## config.mk

```make
export PLATFORM = sky130hd
export DESIGN_NAME = bbn_queue
export DESIGN_NICKNAME = d
export VERILOG_FILES = /design/src/assert_macros.svh /design/src/bbn_pkg.sv /design/src/bbn_queue.sv
export SDC_FILE = /design/constraint.sdc
export NUM_CORES = 1
export LEC_CHECK = 0
export ABC_AREA = 1
export BUFFER_PORTS_ARGS = -buffer_cell sky130_fd_sc_hd__buf_2
export CELL_PAD_IN_SITES_DETAIL_PLACEMENT = 1
export CELL_PAD_IN_SITES_GLOBAL_PLACEMENT = 2
export CORE_ASPECT_RATIO = 1.4
export CORE_MARGIN = 5
export CORE_UTILIZATION = 34
export DETAILED_ROUTE_END_ITERATION = 10
export GPL_ROUTABILITY_DRIVEN = 0
export PLACE_DENSITY_LB_ADDON = 0.2
export SYNTH_ARGS = -nofsm -noshare
export SYNTH_HDL_FRONTEND = slang
export SYNTH_SLANG_ARGS = --single-unit
```

## constraint.sdc

```tcl
create_clock -name clk_i -period 9.25 [get_ports clk_i]
set_input_delay 0.925 -clock clk_i [delete_from_list [all_inputs] [get_ports clk_i]]
set_output_delay 0.925 -clock clk_i [all_outputs]
set_load 0.01 [all_outputs]
```

## src/assert_macros.svh

```systemverilog
// Assertion macros used by the normaliser top level
`ifndef ASSERT_MACROS_SVH
`define ASSERT_MACROS_SVH
// Concurrent assertion on a clock with asynchronous active-low reset
`define ASSERT_CLK(lbl, clk, rstn, prop) \
  lbl: assert property (@(posedge clk) disable iff (!rstn) prop) else $error("%m failed");
// Condition that must never hold
`define ASSERT_NEVER(lbl, clk, rstn, cond) \
  lbl: assert property (@(posedge clk) disable iff (!rstn) !(cond)) else $error("%m failed");
`endif

```

## src/bbn_pkg.sv

```systemverilog
// Package: types, constants and codes for the bounding-box normaliser
package bbn_pkg;
  localparam int unsigned MaxVertices = 4096;
  localparam int unsigned AddrW = $clog2(MaxVertices);
  localparam int unsigned CntW = AddrW + 1;
  localparam int unsigned QuotW = 17;

  typedef enum logic [1:0] {
    MODE_CLEAR = 2'd0,
    MODE_LOAD  = 2'd1,
    MODE_FETCH = 2'd2,
    MODE_NONE  = 2'd3
  } mode_e;

  typedef struct packed {
    logic [1:0]         mode;
    logic signed [31:0] coord_x;
    logic signed [31:0] coord_y;
    logic signed [31:0] coord_z;
  } in_word_t;

  typedef struct packed {
    logic signed [15:0] norm_x;
    logic signed [15:0] norm_y;
    logic signed [15:0] norm_z;
    logic               entry_valid;
    logic               final_entry;
    logic               degenerate;
  } out_word_t;

  // Fetch job handed from front to back
  typedef struct packed {
    logic               entry_valid;
    logic               final_entry;
    logic               degenerate;
    logic [AddrW-1:0]   addr;
    logic [32:0]        span;
    logic signed [33:0] sum_x;
    logic signed [33:0] sum_y;
    logic signed [33:0] sum_z;
  } job_t;
endpackage

```

## src/bbn_queue.sv

```systemverilog
// Two-entry job queue between front and back
module bbn_queue (
  input  logic          clk_i,
  input  logic          rst_ni,
  input  logic          valid_i,
  output logic          ready_o,
  input  bbn_pkg::job_t data_i,
  output logic          valid_o,
  input  logic          ready_i,
  output bbn_pkg::job_t data_o
);
  import bbn_pkg::*;
  job_t mem_q [2];
  logic wp_q, rp_q;
  logic [1:0] cnt_q;
  logic push, pop;

  assign ready_o = cnt_q != 2'd2;
  assign valid_o = cnt_q != 2'd0;
  assign push = valid_i && ready_o;
  assign pop = valid_o && ready_i;
  assign data_o = mem_q[rp_q];

  always_ff @(posedge clk_i) begin
    if (push) mem_q[wp_q] <= data_i;
  end
  always_ff @(posedge clk_i or negedge rst_ni) begin
    if (!rst_ni) begin
      wp_q <= 1'b0;
      rp_q <= 1'b0;
      cnt_q <= '0;
    end else begin
      if (push) wp_q <= ~wp_q;
      if (pop) rp_q <= ~rp_q;
      cnt_q <= cnt_q + {1'b0, push} - {1'b0, pop};
    end
  end
endmodule

```

==> impl_metrics.py <==
metrics = {
    "cts": {
        "htreeDepth": 1,
        "cts-root-buf": "clkbuf_16",
        "cts.repair.resized": 0,
        "post_cts_buffers": 0,
        "path_clk_slew_ns": 0.06,
        "cts.sinks": 304,
        "numCtsBuffers": 30,
        "hold_buffers": 0,
        "cts_tree": "built",
        "cts_buffer_depth": 3,
        "insertion_delay_ns": 0.55,
    },
    "synth": {
        "synth_cell_types": 11,
        "synthCells": 815,
        "avgSynthCellArea_um2": 13.7,
        "synth.cell_area_mm2": 0.0112,
        "synth_fp_nets": 971,
        "synthSimpleGateAreaFrac": 0.157,
        "synth-xor-area-share": 0,
        "synthAdderAreaFrac": 0.00224,
        "synth_top_family_by_area": "simple AND/OR/NAND/NOR gates",
        "synth-seq-cells": 304,
        "ys_seq_area_frac": 0.816,
        "ys_warn_count": 0,
        "synthTopCellsByArea": "edfxtp_1, nand2_1, buf_6",
        "synth_area_leader_cell": "edfxtp_1",
        "synth_top_cell_area_share": 0.807,
        "synth_compound_area_frac": 0,
        "synth_mux_area_frac": 0,
    },
    "critical_path": {
        "r2r_end": "mem_q[1][67]",
        "max_stage_delay_ns": 0.88,
        "worstSetupEndpointType": "output port",
        "worstPathArrival_ns": 3.36,
        "reg2reg_depth": 5,
        "cp_max_fo": 88,
        "crit_slowest_cell": "buf_4",
        "worstPathCellList": "inv_4, buf_4, nand2_1, nand2_1, buf_2",
        "cp-startpoint": "rp_q",
        "cp.required_ns": 8.33,
        "timing.rr.start": "cnt_q[0]",
        "startpoint_type": "flop",
        "timing.critical_path.mode_cell": "nand2_1",
        "r2r_setup_slack_ns": 6.55,
        "crit_type": "reg2out",
    },
    "placed_design": {
        "io_buffers": 305,
        "placed_cell_area_mm2": 0.0131,
        "placed_cells": 1532,
        "place_hpwl_um": 18800,
        "post-place-ws_ns": 5.37,
    },
    "layout": {
        "layout-drive-gt1-share": 0.308,
        "finalNonFillerCells": 1586,
        "fin_nets": 1280,
        "final_util": 0.432,
        "syn2layout_area_growth_pct": 25.3,
        "final_area_mm2": 0.0140,
    },
    "worst_hold_path": {
        "hold_path_class": "in2async",
    },
    "timing": {
        "max_clock_freq_mhz": 233,
        "setup_slack_ns": 4.97,
        "setup_violations": 0,
        "relSlewSlack": 0.284,
        "tns_ns": 0,
        "hold_violations": 0,
        "tightest_slew_ns": 1.07,
        "post-route-period-util": 0.463,
        "fin_hold_ws_ns": 0.172,
        "rsz0062_at_grt": "no",
        "period_minus_slack_ns": 4.28,
        "slew_violations": 0,
        "fin_skew_ns": 0.00846,
    },
    "detailed_routing": {
        "firstDrtPassIters": 4,
        "drt_wl_total_um": 28500,
        "first_iter_violations": 252,
        "vias_per_cell": 4.46,
        "ant_nets": 0,
        "wl_per_cell_um": 18.0,
        "drc": 0,
        "vias": 7067,
    },
    "floorplanning": {
        "start_util": 0.344,
        "die_w_um": 163,
        "die_area_mm2": 0.0366,
        "io_pins": 306,
        "core_area_mm2": 0.0324,
        "fp-row-count": 78,
        "fp.dieH_um": 224,
    },
    "global_route": {
        "grt_pass1_vias": 7431,
        "antenna_found_initial": 8,
        "grt_max_degree": 89,
        "grt_pass1_wl_um": 42400,
        "grt_use_total": 0.149,
        "grt_overflow": 0,
    },
    "pwr": {
        "power_density_mw_per_mm2": 324,
        "total_power_mw": 4.53,
        "leakage_nw": 5.97,
        "ir_worst_vdd_v": 0.000181,
    },
    "outcome": {
        "status": "complete, no violations",
    },
    "job": {
        "cap_violations": 0,
    },
}
## cell families (layout without fill, tap and decap cells)
group         Yosys count  after routing
fa+ha+maj               2              2
other cells             0              2
simple gates          467            467
flops                 304            304
buf+inv                42            371
## layer usage
metal  vias up  track usage  wire length (um)
met5         -            0                71
met4        10       0.0466               725
met3        51       0.0427              2030
met2       225        0.267             14800
met1      3415        0.173             10900
li1       3366            -                 -
## flip-flops by register name, summed over array words and instances, names as in the netlist
name	flops
wp_q	1
rp_q	1
cnt_q	2
mem_q	300
## cell usage after synthesis, drive strengths merged
library cell and number:
buf 33, dfrtp 4, edfxtp 300, ha 2, inv 9, nand2 463
nand3 3, nor2 1
## placed cells by master, fill, tap and decap left out
| master | netlist | routed |
|---|---|---|
| buf_2 | 20 | 305 |
| buf_4 | 3 | 5 |
| bufinv_16 | 0 | 1 |
| clkbuf_1 | 0 | 10 |
| clkbuf_16 | 0 | 31 |
| clkbuf_8 | 0 | 4 |
| clkinv_1 | 0 | 4 |
| clkinv_2 | 0 | 2 |
| dfrtp_1 | 4 | 3 |
| dfrtp_4 | 0 | 1 |
| diode_2 | 0 | 2 |
| edfxtp_1 | 300 | 300 |
| ha_1 | 2 | 2 |
| inv_1 | 8 | 7 |
| inv_4 | 1 | 1 |
| inv_6 | 0 | 1 |
| nand2_1 | 463 | 463 |
| nand3_1 | 3 | 3 |
| nor2_4 | 0 | 1 |
## report_power, final
group          leakage, nW  internal (mW)  total (mW)  switching, mW
logic                 2.68          0.426        1.39          0.963
registers             2.84           1.88        1.99          0.112
clock network        0.451          0.668        1.15          0.483
## worst max path at each step
stage	end	slack, ns	cells after the start
after global routing	data_o[60]	4.58	5
after global placement	data_o[53]	5.41	5
after detailed placement	data_o[69]	5.37	5
after floorplan	mem_q[1][0]	1.35	2
final	data_o[60]	4.97	5
after CTS	data_o[69]	4.77	5
## area by class of cell
cell class	instances	area, um^2
Sequential cell	304	9110
Antenna cell	2	5.00
Timing Repair Buffer	310	1560
Clock inverter	7	55.1
Multi-Input combinational cell	469	1790
Clock buffer	45	868
Tap cell	440	551
Inverter	9	41.3
Fill cell	3494	18400
## worst max-delay path, delay by kind of cell, from the launching register on
| kind | cells | cell delay (ns) |
|---|---|---|
| buffers and inverters | 3 | 1.67 |
| DFF | 1 | 0.74 |
| and+or+nand+nor | 2 | 0.25 |
Power figures use the tool's default switching activity.
