**src/assert_macros.svh**
```systemverilog
// Assertion macros used by the normaliser top level
`ifndef ASSERT_MACROS_SVH
`define ASSERT_MACROS_SVH
// Concurrent assertion on a clock with asynchronous active-low reset
`define ASSERT_CLK(lbl, clk, rstn, prop) \
  lbl: assert property (@(posedge clk) disable iff (!rstn) prop) else $error("%m failed");
// Condition that must never hold
`define ASSERT_NEVER(lbl, clk, rstn, cond) \
  lbl: assert property (@(posedge clk) disable iff (!rstn) !(cond)) else $error("%m failed");
`endif

```
**src/bbn_pkg.sv**
```systemverilog
// Package: types, constants and codes for the bounding-box normaliser
package bbn_pkg;
  localparam int unsigned MaxVertices = 4096;
  localparam int unsigned AddrW = $clog2(MaxVertices);
  localparam int unsigned CntW = AddrW + 1;
  localparam int unsigned QuotW = 17;

  typedef enum logic [1:0] {
    MODE_CLEAR = 2'd0,
    MODE_LOAD  = 2'd1,
    MODE_FETCH = 2'd2,
    MODE_NONE  = 2'd3
  } mode_e;

  typedef struct packed {
    logic [1:0]         mode;
    logic signed [31:0] coord_x;
    logic signed [31:0] coord_y;
    logic signed [31:0] coord_z;
  } in_word_t;

  typedef struct packed {
    logic signed [15:0] norm_x;
    logic signed [15:0] norm_y;
    logic signed [15:0] norm_z;
    logic               entry_valid;
    logic               final_entry;
    logic               degenerate;
  } out_word_t;

  // Fetch job handed from front to back
  typedef struct packed {
    logic               entry_valid;
    logic               final_entry;
    logic               degenerate;
    logic [AddrW-1:0]   addr;
    logic [32:0]        span;
    logic signed [33:0] sum_x;
    logic signed [33:0] sum_y;
    logic signed [33:0] sum_z;
  } job_t;
endpackage

```
**src/bbn_back.sv**
```systemverilog
// Back end: serial restoring divide of three axes, rounding and saturation
module bbn_back (
  input  logic                 clk_i,
  input  logic                 rst_ni,
  input  logic                 job_valid_i,
  output logic                 job_ready_o,
  input  bbn_pkg::job_t        job_i,
  output logic [bbn_pkg::AddrW-1:0] rd_addr_o,
  input  logic signed [31:0]   rd_x_i,
  input  logic signed [31:0]   rd_y_i,
  input  logic signed [31:0]   rd_z_i,
  output logic                 valid_o,
  input  logic                 ready_i,
  output bbn_pkg::out_word_t   word_o
);
  import bbn_pkg::*;
  localparam logic [2:0] StIdle = 3'd0;
  localparam logic [2:0] StRead = 3'd1;
  localparam logic [2:0] StLoad = 3'd2;
  localparam logic [2:0] StDiv  = 3'd3;
  localparam logic [2:0] StOut  = 3'd4;

  logic [2:0] st_q;
  job_t job_q;
  logic [1:0] axis_q;
  logic [33:0] rem_q;
  logic [QuotW-1:0] quo_q;
  logic neg_q;
  logic signed [15:0] res_q [3];
  logic signed [31:0] v_q [3];
  logic signed [34:0] num;
  logic [QuotW-1:0] qr;
  logic signed [15:0] sat;
  logic signed [33:0] sum_sel;

  // Quotient of 2^16*mag / span, last bit gives rounding (half up)
  assign rd_addr_o = job_q.addr;
  assign job_ready_o = st_q == StIdle && !valid_o;

  always_comb begin
    unique case (axis_q)
      2'd0: sum_sel = job_q.sum_x;
      2'd1: sum_sel = job_q.sum_y;
      default: sum_sel = job_q.sum_z;
    endcase
    num = 35'(v_q[axis_q]) * 35'sd2 - 35'(sum_sel);
    qr = (quo_q >> 1) + QuotW'(quo_q[0]);
    if (neg_q) sat = (qr > QuotW'(32768)) ? -16'sd32768 : -$signed(qr[15:0]);
    else sat = (qr > QuotW'(32767)) ? 16'sd32767 : $signed(qr[15:0]);
  end

  // Long division: dividend is mag << 15 (50 bits), one further step gives mag << 16
  // over span; low 17 quotient bits are enough once larger quotients saturate.
  logic big_q;
  logic [6:0] step_q;
  logic [49:0] dvd_q;
  logic [33:0] r_next;
  logic [33:0] r_sh;
  assign r_sh = {rem_q[32:0], dvd_q[49]};
  assign r_next = r_sh - {1'b0, job_q.span};

  always_ff @(posedge clk_i or negedge rst_ni) begin
    if (!rst_ni) begin
      st_q <= StIdle;
      valid_o <= 1'b0;
    end else begin
      if (valid_o && ready_i) valid_o <= 1'b0;
      unique case (st_q)
        StIdle: if (job_valid_i && job_ready_o) begin
          job_q <= job_i;
          st_q <= StRead;
        end
        StRead: st_q <= StLoad;
        StLoad: begin
          v_q[0] <= rd_x_i;
          v_q[1] <= rd_y_i;
          v_q[2] <= rd_z_i;
          axis_q <= 2'd0;
          if (!job_q.entry_valid || job_q.degenerate) begin
            for (int a = 0; a < 3; a++) res_q[a] <= '0;
            st_q <= StOut;
          end else begin
            st_q <= StDiv;
            step_q <= '0;
          end
        end
        StDiv: begin
          if (step_q == 7'd0) begin
            neg_q <= num < 0;
            dvd_q <= {(num < 0) ? 35'(-num) : 35'(num), 15'd0};
            rem_q <= '0;
            quo_q <= '0;
            big_q <= 1'b0;
            step_q <= 7'd1;
          end else begin
            dvd_q <= {dvd_q[48:0], 1'b0};
            if (!r_next[33]) begin
              rem_q <= r_next;
              quo_q <= {quo_q[QuotW-2:0], 1'b1};
              if (quo_q[QuotW-1]) big_q <= 1'b1;
            end else begin
              rem_q <= r_sh;
              quo_q <= {quo_q[QuotW-2:0], 1'b0};
              if (quo_q[QuotW-1]) big_q <= 1'b1;
            end
            if (step_q == 7'd51) begin
              step_q <= 7'd52;
            end else if (step_q == 7'd52) begin
              res_q[axis_q] <= big_q ? (neg_q ? -16'sd32768 : 16'sd32767) : sat;
              step_q <= '0;
              if (axis_q == 2'd2) st_q <= StOut;
              else axis_q <= axis_q + 2'd1;
            end else step_q <= step_q + 7'd1;
          end
        end
        StOut: begin
          word_o.norm_x <= res_q[0];
          word_o.norm_y <= res_q[1];
          word_o.norm_z <= res_q[2];
          word_o.entry_valid <= job_q.entry_valid;
          word_o.final_entry <= job_q.final_entry;
          word_o.degenerate <= job_q.degenerate;
          valid_o <= 1'b1;
          st_q <= StIdle;
        end
        default: st_q <= StIdle;
      endcase
    end
  end
endmodule

```
**config.mk**
```make
export PLATFORM = sky130hd
export DESIGN_NAME = bbn_back
export DESIGN_NICKNAME = d
export VERILOG_FILES = /design/src/assert_macros.svh /design/src/bbn_pkg.sv /design/src/bbn_back.sv
export SDC_FILE = /design/constraint.sdc
export NUM_CORES = 1
export LEC_CHECK = 0
export ABC_AREA = 1
export BUFFER_PORTS_ARGS = -buffer_cell sky130_fd_sc_hd__buf_2
export CELL_PAD_IN_SITES_DETAIL_PLACEMENT = 0
export CELL_PAD_IN_SITES_GLOBAL_PLACEMENT = 2
export CORE_MARGIN = 2
export CORE_UTILIZATION = 33
export DETAILED_ROUTE_END_ITERATION = 12
export GPL_ROUTABILITY_DRIVEN = 0
export HOLD_SLACK_MARGIN = 0.06
export PLACE_DENSITY_LB_ADDON = 0.1
export SYNTH_ARGS = -nofsm -noshare
export SYNTH_HDL_FRONTEND = slang
export SYNTH_SLANG_ARGS = --single-unit
```
**constraint.sdc**
```tcl
create_clock -name clk_i -period 7.8 [get_ports clk_i]
set_clock_uncertainty 0.2 [all_clocks]
set_input_delay 1.56 -clock clk_i [delete_from_list [all_inputs] [get_ports clk_i]]
set_output_delay 1.56 -clock clk_i [all_outputs]
set_load 0.01 [all_outputs]
```
==> impl_metrics.xml <==
<?xml version="1.0" encoding="UTF-8"?>
<metrics>
  <group name="placed_design">
    <metric name="placement.io_buffers" unit="">314</metric>
    <metric name="placed_cells_incl_taps" unit="">3503</metric>
    <metric name="dp_hpwl" unit="µm">44700</metric>
  </group>
  <group name="yosys">
    <metric name="synthDominantAreaCellType" unit="">edfxtp_1</metric>
    <metric name="synthArstFlopShare" unit="">0.00895</metric>
    <metric name="synth.yosys.seq_area_share" unit="">0.586</metric>
    <metric name="synth.ff_latch_count" unit="">447</metric>
    <metric name="synth.cell_area" unit="mm²">0.0228</metric>
    <metric name="yosysWarnings" unit="">0</metric>
    <metric name="syn_avg_cell_area" unit="µm²">9.87</metric>
    <metric name="top_area_cell_type_share_of_the_netlist_area" unit="">0.580</metric>
    <metric name="number_of_library_cell_types_mapped_by_synthesis" unit="">55</metric>
    <metric name="yosys_most_used_dff" unit="">edfxtp_1</metric>
    <metric name="instance_count_of_the_mapped_netlist" unit="">2312</metric>
    <metric name="synth_edf_count" unit="">441</metric>
    <metric name="mappedNetlistNets" unit="">2640</metric>
    <metric name="synth.area.top_cells" unit="">edfxtp_1, nand2_1, a21oi_1, inv_1, ha_1</metric>
  </group>
  <group name="detailed_routing">
    <metric name="drt_iter0_drc" unit="">826</metric>
    <metric name="drt-wirelength-per-cell" unit="µm">16.2</metric>
    <metric name="route.antenna.remaining_nets" unit="">0</metric>
    <metric name="via_count" unit="">16600</metric>
    <metric name="drcViolationCount" unit="">0</metric>
    <metric name="postRouteWirelength" unit="µm">58200</metric>
    <metric name="drt_pass_1_iters" unit="">7</metric>
    <metric name="via_per_inst" unit="">4.61</metric>
  </group>
  <group name="worst_setup_path">
    <metric name="critical_path_depth" unit="">25</metric>
    <metric name="reg2reg_slack" unit="ps">2500</metric>
    <metric name="timing.critical_path.fanout_max" unit="">41</metric>
    <metric name="worstSetupStartpoint" unit="">axis_q[0]</metric>
    <metric name="timing.critical_path.from_type" unit="">flop</metric>
    <metric name="critical-path-top-cell-by-count" unit="">nand2_1</metric>
    <metric name="critical_path.max_stage_delay" unit="ps">650</metric>
    <metric name="r2r_end" unit="">dvd_q[28]</metric>
    <metric name="worst_setup_path_endpoint" unit="">dvd_q[28]</metric>
    <metric name="r2r_start" unit="">axis_q[0]</metric>
    <metric name="worstSetupPathType" unit="">flop to flop</metric>
    <metric name="r2r.worst_path.cells" unit="">25</metric>
    <metric name="critPathSlowestCell" unit="">inv_2</metric>
    <metric name="critical_path.n_buffers_inverters" unit="">5</metric>
    <metric name="critical_path_required" unit="ps">7940</metric>
    <metric name="critical-path-top-delay-family" unit="">simple AND/OR/NAND/NOR gates</metric>
    <metric name="endpoint_class_of_the_critical_path" unit="">flop</metric>
    <metric name="arrival" unit="ps">5440</metric>
  </group>
  <group name="layout">
    <metric name="signed_area_change_from_the_synthesized_netlist_to_the_final_layout" unit="%">17.9</metric>
    <metric name="layout.cells.non_filler" unit="">3593</metric>
    <metric name="antenna_diodes" unit="">0</metric>
    <metric name="nNetsFinal" unit="">2951</metric>
    <metric name="final_layout_size_suffix_gt1_frac" unit="">0.172</metric>
    <metric name="final_layout_fill_cell_count" unit="">6981</metric>
  </group>
  <group name="power">
    <metric name="p_per_area" unit="mW/mm²">327</metric>
    <metric name="leakage" unit="nW">11.2</metric>
    <metric name="worst_ir_drop_vdd" unit="µV">187</metric>
  </group>
  <group name="clock_tree">
    <metric name="clockRootBuffer" unit="">clkbuf_16</metric>
    <metric name="cts_tree" unit="">done</metric>
    <metric name="post_cts_resized" unit="">0</metric>
    <metric name="cts_setup_buffers" unit="">0</metric>
    <metric name="clkLatencyLatePin" unit="ps">600</metric>
    <metric name="cts_hold_repair.buffers" unit="">0</metric>
    <metric name="htree_levels" unit="">2</metric>
    <metric name="path_clk_slew" unit="ps">60</metric>
    <metric name="cts_buffer_depth" unit="">3</metric>
    <metric name="cts-buffers-inserted" unit="">49</metric>
    <metric name="clkSinkCount" unit="">447</metric>
  </group>
  <group name="worst_hold_path">
    <metric name="worstHoldPathCells" unit="">0</metric>
    <metric name="worst_min_delay_path_class" unit="">flop to flop</metric>
  </group>
  <group name="die">
    <metric name="fp.dieArea" unit="mm²">0.0713</metric>
    <metric name="starting_density" unit="">0.333</metric>
    <metric name="fp.dieW" unit="µm">267</metric>
    <metric name="rows" unit="">96</metric>
    <metric name="fp.dieH" unit="µm">267</metric>
    <metric name="num_io_pins" unit="">315</metric>
    <metric name="core_area" unit="mm²">0.0686</metric>
  </group>
  <group name="global_routing">
    <metric name="met1_usage" unit="">0.215</metric>
    <metric name="globalRouteMet3Util" unit="">0.0272</metric>
    <metric name="grt_max_degree" unit="">136</metric>
    <metric name="grt_busiest_layer" unit="">met2</metric>
    <metric name="gr-usage-met2" unit="">0.276</metric>
    <metric name="first_pass_grt_wire_length" unit="µm">91900</metric>
    <metric name="grt_pass1_vias" unit="">17200</metric>
    <metric name="grt_antenna_before_repair" unit="">0</metric>
    <metric name="grt_overflow_total" unit="">0</metric>
    <metric name="grt_usage" unit="">0.162</metric>
  </group>
  <group name="sta">
    <metric name="setup_violations" unit="">0</metric>
    <metric name="timing.fmax" unit="MHz">189</metric>
    <metric name="finalCritPeriodShare" unit="">0.679</metric>
    <metric name="maxSlewHeadroom" unit="">0.256</metric>
    <metric name="tightestPinTransition" unit="ps">1110</metric>
    <metric name="period_minus_slack" unit="ps">5300</metric>
    <metric name="timing.final.max_slew_violations" unit="">0</metric>
    <metric name="timing_hold_violations_final" unit="">0</metric>
    <metric name="final.setup.tns" unit="ps">0</metric>
    <metric name="setup_repair_after_global_routing_missed_its_margin" unit="">false</metric>
  </group>
  <group name="flow_run">
    <metric name="max-cap-violations" unit="">0</metric>
  </group>
  <group name="status">
    <metric name="run_status" unit="">completed</metric>
  </group>
</metrics>
## report_power, final
group | switching, W | internal (W)
combinational | 0.00237 | 0.00108
sequential | 0.0000929 | 0.00303
clock | 0.000956 | 0.00126
## stage by stage
stage | total power, W | utilization | hold slack, ps | setup slack, ps | area [µm²]
after floorplan | 0.00572 | - | 200 | 470 | 22800
after global placement | 0.00666 | 0.370 | 205 | 2520 | 25400
after detailed placement | 0.00667 | 0.370 | 207 | 2460 | 25400
after CTS | 0.00893 | 0.392 | 215 | 2440 | 26900
after global routing | 0.00951 | 0.392 | 222 | 1860 | 26900
final | 0.00879 | 0.392 | 219 | 2500 | 26900
## synthesized netlist by cell type (3+ instances only)
cell	instances
nand4_2	9
a21boi_0	3
nand2_2	6
nand3b_1	14
ha_1	76
xor2_1	34
a22o_1	33
nor2_1	178
buf_2	9
a21oi_1	243
nand4_1	29
edfxtp_1	441
inv_2	8
o21bai_1	13
o21a_1	4
buf_1	7
o211ai_1	4
clkbuf_1	37
o31ai_1	4
nand2_1	538
o211a_1	3
nor2_4	5
or2_2	6
inv_1	283
o21ai_1	19
and2_1	5
buf_4	14
nand3_2	3
o21ai_0	80
xnor2_1	24
a21o_1	7
dfrtp_1	4
nand3_1	102
nor4_1	7
nor2_2	9
nor3_1	24
## placed cells by master, fill, tap and decap left out, types with 24 or more instances in the layout
cell type  Yosys  layout
nand2_1      538     537
edfxtp_1     441     441
buf_2          9     314
inv_1        283     283
a21oi_1      243     243
nor2_1       178     174
nand3_1      102     102
o21ai_0       80      80
ha_1          76      74
clkbuf_16      0      49
xor2_1        34      34
a22o_1        33      33
nand4_1       29      29
nor3_1        24      24
xnor2_1       24      24
## kinds of logic after synthesis
kind of cell / after synthesis / share of synthesized area
flip-flops: 447 / 0.586
buffers and inverters: 362 / 0.0630
adder cells (fa/ha/maj): 78 / 0.0434
XOR/XNOR: 60 / 0.0237
AND/OR/NAND/NOR: 941 / 0.179
AO/OA/AOI/OAI: 424 / 0.105
## per-layer routing
| metal | share of wire | vias to the layer above |
|---|---|---|
| met5 | 0 | - |
| li1 | - | 8522 |
| met2 | 0.47 | 315 |
| met1 | 0.46 | 7671 |
| met4 | 0.021 | 0 |
| met3 | 0.041 | 65 |
## area by class of cell
cell class,instances,area [µm²],share of cell area
Sequential cell,447,13400,0.497
Clock buffer,59,1260,0.0469
Clock inverter,31,265,0.00985
Timing Repair Buffer,329,1700,0.0630
Multi-Input combinational cell,1503,8050,0.299
Tap cell,931,1160,0.0433
Inverter,293,1100,0.0409
## sequential cells by signal, indices dropped and copies added, names as in the netlist, 2 cells and up, named ones only
name	cells
axis_q	2
st_q	3
word_o	51
quo_q	17
rem_q	33
step_q	7
rd_addr_o	12
v_q	96
res_q	48
job_q	138
dvd_q	35
## worst reg2reg max path, stage by stage, from the launching register on
cell and delay (ps):
edfxtp_1 380, inv_1 90, ha_2 320, buf_4 270, nand2_1 110, nand2_1 90, a21oi_2 220, inv_1 100
fa_1 470, inv_1 100, nand3_1 60, nand2_1 150, nand2_1 100, nand2_1 90, nand2_1 90, nand2_1 150
nand3_1 120, nand2_1 110, nand2_1 70, nand3_1 80, nand2_1 350, inv_2 660, o21ai_0 230, or2_2 310
nand3_1 60, nand2_1 70
## how the worst min path moves through the flow
| stage | start | slack (ps) | end |
|---|---|---|---|
| floorplan | res_q[2][7] | 200 | word_o[10] |
| global placement | res_q[2][2] | 200 | word_o[5] |
| detailed placement | res_q[2][3] | 210 | word_o[6] |
| CTS | job_q[148] | 220 | word_o[1] |
| global route | job_q[148] | 220 | word_o[1] |
| finish | job_q[148] | 220 | word_o[1] |
Note: power is estimated with default switching activity, not from simulation.
